$ cat src/rtl/core/tlpq_pkg.sv
package tlpq_pkg;

	localparam int unsigned ID_W  = 16;
	localparam int unsigned LVL_W = 2;
	localparam int unsigned OCC_W = 7;

	typedef enum logic [1:0] {
		CMD_ENQ = 2'd0,
		CMD_DEQ = 2'd1
	} cmd_code_t;

	typedef enum logic [LVL_W-1:0] {
		LVL_CRITICAL = 2'd0,
		LVL_SERIOUS  = 2'd1,
		LVL_NORMAL   = 2'd2
	} lvl_code_t;

	typedef enum logic [1:0] {
		ST_ADDED  = 2'd0,
		ST_SERVED = 2'd1,
		ST_EMPTY  = 2'd2,
		ST_FULL   = 2'd3
	} status_t;

	typedef struct packed {
		logic [LVL_W-1:0] lvl;
		logic [ID_W-1:0]  id;
	} entry_t;

	// Broadcast to every cell for the beat being applied.
	typedef struct packed {
		logic             ins;
		logic             pop;
		logic [LVL_W-1:0] lvl;
		logic [ID_W-1:0]  id;
	} ctrl_t;

	typedef struct packed {
		logic [1:0]       status;
		logic [ID_W-1:0]  served_id;
		logic [OCC_W-1:0] occupancy;
	} result_t;

endpackage

$ cat src/rtl/core/tlpq_req_if.sv
interface tlpq_req_if;
	logic                          valid;
	logic                          ready;
	logic                          command;
	logic [tlpq_pkg::ID_W-1:0]     entry_id;
	logic [tlpq_pkg::LVL_W-1:0]    urgency;

	modport source (output valid, output command, output entry_id, output urgency,
		input ready);
	modport sink (input valid, input command, input entry_id, input urgency,
		output ready);
endinterface

$ cat src/rtl/core/tlpq_rsp_if.sv
interface tlpq_rsp_if;
	logic                          valid;
	logic                          ready;
	logic [1:0]                    status;
	logic [tlpq_pkg::ID_W-1:0]     served_id;
	logic [tlpq_pkg::OCC_W-1:0]    occupancy;

	modport source (output valid, output status, output served_id, output occupancy,
		input ready);
	modport sink (input valid, input status, input served_id, input occupancy,
		output ready);
endinterface

$ cat src/rtl/core/tlpq_cell.sv
// One slot of the sorted row. Cell 0 is the head.
module tlpq_cell (
	input  logic             clk,
	input  tlpq_pkg::ctrl_t  ctrl,
	input  logic             occ,
	input  tlpq_pkg::entry_t up_entry,
	input  logic             up_behind,
	input  tlpq_pkg::entry_t dn_entry,
	output tlpq_pkg::entry_t entry,
	output logic             behind
);

	tlpq_pkg::entry_t entry_q;

	// New entry goes behind this one when held and at equal or higher urgency.
	assign behind = occ && (entry_q.lvl <= ctrl.lvl);
	assign entry  = entry_q;

	always_ff @(posedge clk) begin
		if (ctrl.ins) begin
			if (!behind) begin
				if (up_behind) begin
					entry_q <= '{lvl: ctrl.lvl, id: ctrl.id};
				end else begin
					entry_q <= up_entry;
				end
			end
		end else if (ctrl.pop) begin
			entry_q <= dn_entry;
		end
	end

endmodule

$ cat src/rtl/core/three_level_priority_queue.sv
// Three-level priority queue of up to DEPTH entries (16-bit identifier plus
// urgency: critical, serious, normal; code three counts as normal). Entries
// sit in a row of cells sorted by urgency, first in, first out within one
// level. Each req beat (command 0 enqueue, 1 dequeue) yields exactly one rsp
// beat with status (added, served, empty, full), the served identifier (0
// unless served) and the occupancy after the beat. One req beat is taken per
// cycle while req.ready is high; its result goes to the output register, or
// to the skid while an earlier result waits. All cells compare their urgency
// with the incoming one at once and shift by one place toward their neighbor,
// so the insert position needs no search. An output register plus a one-beat
// skid keep req.ready high while a single result waits on rsp; req.ready drops
// only when two results are waiting. The slot contents need no clearing after
// reset: only the first occupancy cells are ever read.
module three_level_priority_queue #(
	parameter int unsigned DEPTH = 64
) (
	input  logic       clk,
	input  logic       arst_n,
	tlpq_req_if.sink   req,
	tlpq_rsp_if.source rsp
);

	localparam int unsigned CNT_W = $clog2(DEPTH + 1);

	logic [CNT_W-1:0]  count_q;
	tlpq_pkg::ctrl_t   ctrl;
	tlpq_pkg::entry_t  cell_entry [DEPTH];
	logic              cell_behind [DEPTH];
	logic              cell_occ [DEPTH];
	logic              req_fire;
	logic              full;
	logic              empty;
	logic [1:0]        lvl_clamped;
	tlpq_pkg::result_t res;
	logic [CNT_W-1:0]  count_next;

	// Output register and skid stage.
	tlpq_pkg::result_t out_q;
	tlpq_pkg::result_t skid_q;
	logic              out_valid_q;
	logic              skid_valid_q;
	logic              out_taken;

	assign req.ready = !skid_valid_q;
	assign req_fire  = req.valid && req.ready;
	assign full      = (count_q == CNT_W'(DEPTH));
	assign empty     = (count_q == '0);

	// Fold the unused urgency code into normal.
	assign lvl_clamped = (req.urgency > 2'(tlpq_pkg::LVL_NORMAL)) ?
		2'(tlpq_pkg::LVL_NORMAL) : req.urgency;

	always_comb begin
		ctrl.ins = req_fire && (req.command == 1'(tlpq_pkg::CMD_ENQ)) && !full;
		ctrl.pop = req_fire && (req.command == 1'(tlpq_pkg::CMD_DEQ)) && !empty;
		ctrl.lvl = lvl_clamped;
		ctrl.id  = req.entry_id;
	end

	// Row of cells: each sees its upper and lower neighbor only.
	for (genvar i = 0; i < DEPTH; i++) begin : g_cell
		tlpq_pkg::entry_t up_entry;
		tlpq_pkg::entry_t dn_entry;
		logic             up_behind;

		assign cell_occ[i] = (CNT_W'(i) < count_q);

		if (i == 0) begin : g_head
			// Head has nothing above: a new entry that passes it lands here.
			assign up_entry  = cell_entry[0];
			assign up_behind = 1'b1;
		end else begin : g_body
			assign up_entry  = cell_entry[i-1];
			assign up_behind = cell_behind[i-1];
		end

		if (i == DEPTH - 1) begin : g_tail
			// Tail refills with its own stale content; it is then unoccupied.
			assign dn_entry = cell_entry[i];
		end else begin : g_inner
			assign dn_entry = cell_entry[i+1];
		end

		tlpq_cell u_cell (
			.clk       (clk),
			.ctrl      (ctrl),
			.occ       (cell_occ[i]),
			.up_entry  (up_entry),
			.up_behind (up_behind),
			.dn_entry  (dn_entry),
			.entry     (cell_entry[i]),
			.behind    (cell_behind[i])
		);
	end

	// Result of the accepted beat.
	always_comb begin
		count_next    = count_q;
		res.served_id = '0;
		if (req.command == 1'(tlpq_pkg::CMD_ENQ)) begin
			if (full) begin
				res.status = tlpq_pkg::ST_FULL;
			end else begin
				res.status = tlpq_pkg::ST_ADDED;
				count_next = count_q + CNT_W'(1);
			end
		end else begin
			if (empty) begin
				res.status = tlpq_pkg::ST_EMPTY;
			end else begin
				res.status    = tlpq_pkg::ST_SERVED;
				res.served_id = cell_entry[0].id;
				count_next    = count_q - CNT_W'(1);
			end
		end
		res.occupancy = tlpq_pkg::OCC_W'(count_next);
	end

	always_ff @(posedge clk or negedge arst_n) begin
		if (!arst_n) begin
			count_q <= '0;
		end else if (req_fire) begin
			count_q <= count_next;
		end
	end

	assign out_taken = out_valid_q && rsp.ready;

	// Feed the output register from the skid first, then from a new beat.
	always_ff @(posedge clk or negedge arst_n) begin
		if (!arst_n) begin
			out_valid_q  <= 1'b0;
			skid_valid_q <= 1'b0;
		end else if (skid_valid_q) begin
			if (out_taken) begin
				out_valid_q  <= 1'b1;
				skid_valid_q <= 1'b0;
			end
		end else if (req_fire) begin
			if (!out_valid_q || out_taken) begin
				out_valid_q <= 1'b1;
			end else begin
				skid_valid_q <= 1'b1;
			end
		end else if (out_taken) begin
			out_valid_q <= 1'b0;
		end
	end

	always_ff @(posedge clk) begin
		if (skid_valid_q) begin
			if (out_taken) begin
				out_q <= skid_q;
			end
		end else if (req_fire) begin
			if (!out_valid_q || out_taken) begin
				out_q <= res;
			end else begin
				skid_q <= res;
			end
		end
	end

	assign rsp.valid     = out_valid_q;
	assign rsp.status    = out_q.status;
	assign rsp.served_id = out_q.served_id;
	assign rsp.occupancy = out_q.occupancy;

endmodule

$ cat src/flat_wrapper.sv
// flat-port wrapper written by rule: the top's interface ports become plain ports
module three_level_priority_queue_flat 
#(
	parameter int unsigned DEPTH = 64
)
  (clk, arst_n, req_valid, req_command, req_entry_id, req_urgency, req_ready, rsp_valid, rsp_status, rsp_served_id, rsp_occupancy, rsp_ready);
  tlpq_req_if req_i ();
  tlpq_rsp_if rsp_i ();
  input  logic clk;
  input  logic arst_n;
  input wire logic [$bits(req_i.valid)-1:0] req_valid;
  input wire logic [$bits(req_i.command)-1:0] req_command;
  input wire logic [$bits(req_i.entry_id)-1:0] req_entry_id;
  input wire logic [$bits(req_i.urgency)-1:0] req_urgency;
  output wire logic [$bits(req_i.ready)-1:0] req_ready;
  output wire logic [$bits(rsp_i.valid)-1:0] rsp_valid;
  output wire logic [$bits(rsp_i.status)-1:0] rsp_status;
  output wire logic [$bits(rsp_i.served_id)-1:0] rsp_served_id;
  output wire logic [$bits(rsp_i.occupancy)-1:0] rsp_occupancy;
  input wire logic [$bits(rsp_i.ready)-1:0] rsp_ready;
  assign req_i.valid = req_valid;
  assign req_i.command = req_command;
  assign req_i.entry_id = req_entry_id;
  assign req_i.urgency = req_urgency;
  assign req_ready = req_i.ready;
  assign rsp_valid = rsp_i.valid;
  assign rsp_status = rsp_i.status;
  assign rsp_served_id = rsp_i.served_id;
  assign rsp_occupancy = rsp_i.occupancy;
  assign rsp_i.ready = rsp_ready;
  three_level_priority_queue #(.DEPTH(DEPTH)) u_core (.clk(clk), .arst_n(arst_n), .req(req_i), .rsp(rsp_i));
endmodule
$ cat config.mk
export PLATFORM = sky130hd
export DESIGN_NAME = three_level_priority_queue_flat
export DESIGN_NICKNAME = d
export VERILOG_FILES = /design/src/rtl/core/tlpq_pkg.sv /design/src/rtl/core/tlpq_req_if.sv /design/src/rtl/core/tlpq_rsp_if.sv /design/src/rtl/core/tlpq_cell.sv /design/src/rtl/core/three_level_priority_queue.sv /design/src/flat_wrapper.sv
export SDC_FILE = /design/constraint.sdc
export NUM_CORES = 2
export LEC_CHECK = 0
export BUFFER_PORTS_ARGS = -buffer_cell sky130_fd_sc_hd__buf_4
export CAP_MARGIN = 20
export CORE_MARGIN = 3
export CORE_UTILIZATION = 30
export DETAILED_ROUTE_END_ITERATION = 12
export MAX_ROUTING_LAYER = met4
export SYNTH_ARGS = -nofsm -noshare
export SYNTH_HDL_FRONTEND = slang
export SYNTH_SLANG_ARGS = --single-unit
$ cat constraint.sdc
create_clock -name clk -period 5.22 [get_ports clk]
set_input_delay 0.522 -clock clk [delete_from_list [all_inputs] [get_ports clk]]
set_output_delay 0.522 -clock clk [all_outputs]
set_load 0.05 [all_outputs]
==> results.ini <==
[outcome]
status=completed

[finish]
syn2layout_area_growth_pct=10.88
final_cell_count_no_fill=8601
final_util=0.3355
fillCellCount=21180
final_nets=5856
design_area_um2=70530
layout-drive-gt1-share=0.08024

[drt]
antenna_left=0
route.vias.total=47490
routed_wl_um=196800
drt_iter0_drc=5399
dr.pass1.iters=7
wl_per_cell_um=22.88
drc_errors=0
via_per_inst=5.522

[worst_setup_path]
worst_setup_path_end_kind=flip-flop
slowest_stage=nand2_1
cp-start-kind=flip-flop
r2r_cells=5
worstPathArrival_ps=4570
r2r_slack_ps=940
r2r-start=u_core.count_q[2]
reg2reg_to=u_core.g_cell[20].u_cell.entry[12]
slowest_delay_ps=790
path_max_fanout=43
critPathKind=flip-flop to flip-flop
crit_top_cell=nand2_1
crit_buf_inv=1
crit_family=simple AND/OR/NAND/NOR gates
crit_required_ps=5500
path_cells=nor4_4 > nand2_1 > nand3_4 > buf_4 > nand2_1

[synthesis]
synthMuxAreaShare=0.08967
synth_top_family_by_area=simple AND/OR/NAND/NOR gates
yosys.area_share.simple=0.1424
synth_top_area_frac=0.5674
ys_seq_area_frac=0.5710
synth-adder-area-share=0.02577
syn_area_um2=63610
synthTopCellsByArea=edfxtp_1 (57%), mux2i_1 (8.3%), nand2_1 (7.9%), o211ai_1 (6.6%), nand3_1 (4.7%)
ys.flop_type=edfxtp_1
syn_area_per_cell_um2=10.73
synth_top_area_cell=edfxtp_1
ys_seq_elements=1211
postSynth.asyncResetShare=0.007432
synth_edf_count=1202
ys_types=54
synth_nets=6085
syn_inst=5931
synth_compound_area_frac=0.1263
yosys.area_share.xor_xnor=0.0006884
ys.warnings.count=0

[pwr]
clkPwrFrac=0.233
swShare=0.3711
intPower_mw=24.20
power_density_nw_per_um2=545.7
switchingPower_mw=14.28
ir_drop_mv=0.3932
seqPwrFrac=0.441
leakagePower_nw=27.29
finalPower_mw=38.49
pwr-share-comb=0.326

[clocking]
clkTransAtPathRegs_ps=60
tritoncts=done
hold_buffers=2
htreeDepth=4
post_cts_buffers=0
cts.sink_count=1211
cts_buffers=133
clk_latency_ps=780
root_buffer=clkbuf_16
post_cts_resized=0
clockBufferDepth=3

[global_routing]
overflow=0
grt_first_pass_wirelength_um=294500
grt_max_degree=215
met2_usage=0.2797
first_global_vias=45960
grt.total_usage=0.1806
grt.busiest_layer=met2
use_met1=0.2392
antenna_found_initial=4
grt.met3_usage=0.02461

[timing]
fmaxAchievable_mhz=233.4
setup-tns-final_ps=0
rsz0062_at_grt=no
setup_violations=0
hold_slack_ps=151.9
tightest_slew_ps=1186
slew_headroom=0.2062
timing.final.hold_violations=0
fin_crit_sh=0.8207
final_max_slew_viol_count=0
layout_setup_ws_ps=935.9
finalClockSkew_ps=27.19
post-route-min-period_ps=4284

[die]
die_area_um2=217600
row_count=168
io_pins=50
core-area_um2=210200
die_height_um=466.5
die_w_um=466.5
initial_core_util=0.3026

[min_path]
holdCritStartpoint=req_valid
hp-class=input port to flip-flop
holdPathEnd=u_core.skid_valid_q
hold_depth=3

[placed_design]
dp.cells=8368
gp_congestion=0.8488
dpl_cell_area_um2=66470
hpwl_um=127400
port_buffers=49
pre_cts_ws_ps=994.9

[run]
maxCapViolations=0

[cells in the mapped netlist (9+ instances only)]
master,n
and3_1,19
buf_4,21
nor2_1,38
a21oi_1,38
buf_6,17
nand2_1,1337
o221ai_1,31
o21ai_1,40
o21ai_0,583
nand3_1,601
buf_2,202
nor2b_1,70
nand2_2,26
dfrtp_1,9
clkbuf_1,268
ha_1,131
o211ai_1,560
edfxtp_1,1202
mux2i_1,526
mux2_2,39
buf_1,42
inv_1,74
[flip-flops by register name, summed over array words and instances, names as in the netlist]
name and cells:
u_core.rsp.served_id 16, u_core.count_q 7, u_core.rsp.occupancy 7, u_core.skid_q 25, u_core.rsp.status 2, u_core.g_cell.u_cell.entry 1152
u_core.rsp.valid 1, u_core.skid_valid_q 1
[routing by layer]
metal / vias up / share of wire
met5: - / 0
met4: 0 / 0.040
met3: 353 / 0.069
met2: 1935 / 0.46
met1: 23710 / 0.43
li1: 21500 / -
[worst min-delay path: stages]
cell	delay, ps
buf_4	150
a21oi_1	90
a21oi_1	120
[how the worst max path moves through the flow]
stage                            from                            endpoint  slack, ps  depth (start not counted)
CTS                 u_core.count_q[2]  u_core.g_cell[20].u_cell.entry[12]        960                          5
finish              u_core.count_q[2]  u_core.g_cell[20].u_cell.entry[12]        940                          5
detailed placement  u_core.count_q[2]  u_core.g_cell[22].u_cell.entry[13]        990                          5
global route        u_core.count_q[2]   u_core.g_cell[49].u_cell.entry[1]        690                          5
floorplan              req_urgency[1]   u_core.g_cell[42].u_cell.entry[0]        610                          8
global placement    u_core.count_q[2]  u_core.g_cell[21].u_cell.entry[12]       1150                          5
[layout make-up]
type,count,area (um^2),area share
clock buffers,167,3541,0.05020
multi-input cells,4094,24620,0.3490
clock inverters,61,454.2,0.006439
repair buffers,186,1799,0.02551
inverters,76,286.5,0.004062
well taps,2805,3510,0.04976
diodes,1,2.502,0.00003548
flip-flops and latches,1211,36320,0.5150
[cell families (layout without fill, tap and decap cells)]
group / Yosys count / in the layout
xor gates and xnor gates: 5 / 5
other: 0 / 1
and+or+nand+nor: 2115 / 2115
adders and majority gates: 131 / 131
muxes: 565 / 565
AOI/OAI and AO/OA: 1278 / 1278
DFF: 1211 / 1211
buffers and inverters: 626 / 490
[layout by cell type (no fill, tap or decap), drive strengths merged, types with 2 or more instances in the layout]
master / count
clkbuf: 167
buf: 184
or3: 3
o22ai: 2
dfrtp: 9
edfxtp: 1202
and2: 2
xnor2: 3
mux2: 39
nor2b: 70
nand2: 1365
o221ai: 31
ha: 131
clkinv: 45
or2: 2
o211ai: 563
a21boi: 3
bufinv: 4
inv: 84
o21ai: 627
nand2b: 5
mux2i: 526
nor4: 2
nand3: 601
dlygate4sd3: 2
xor2: 2
o311ai: 2
and3: 19
clkinvlp: 4
nor3: 6
nor2: 38
a21oi: 38
[power groups by stage]
stage | registers, mW | clock network (mW) | logic [mW]
3_5_place_dp | 17.1 | 0 | 12.5
6_report | 17.0 | 8.97 | 12.5
2_1_floorplan | 16.4 | 0 | 8.98
3_3_place_gp | 17.1 | 0 | 12.2
5_1_grt | 17.2 | 9.44 | 13.8
4_1_cts | 16.9 | 9.10 | 12.5
No activity file was read; power rests on OpenSTA's default activity.
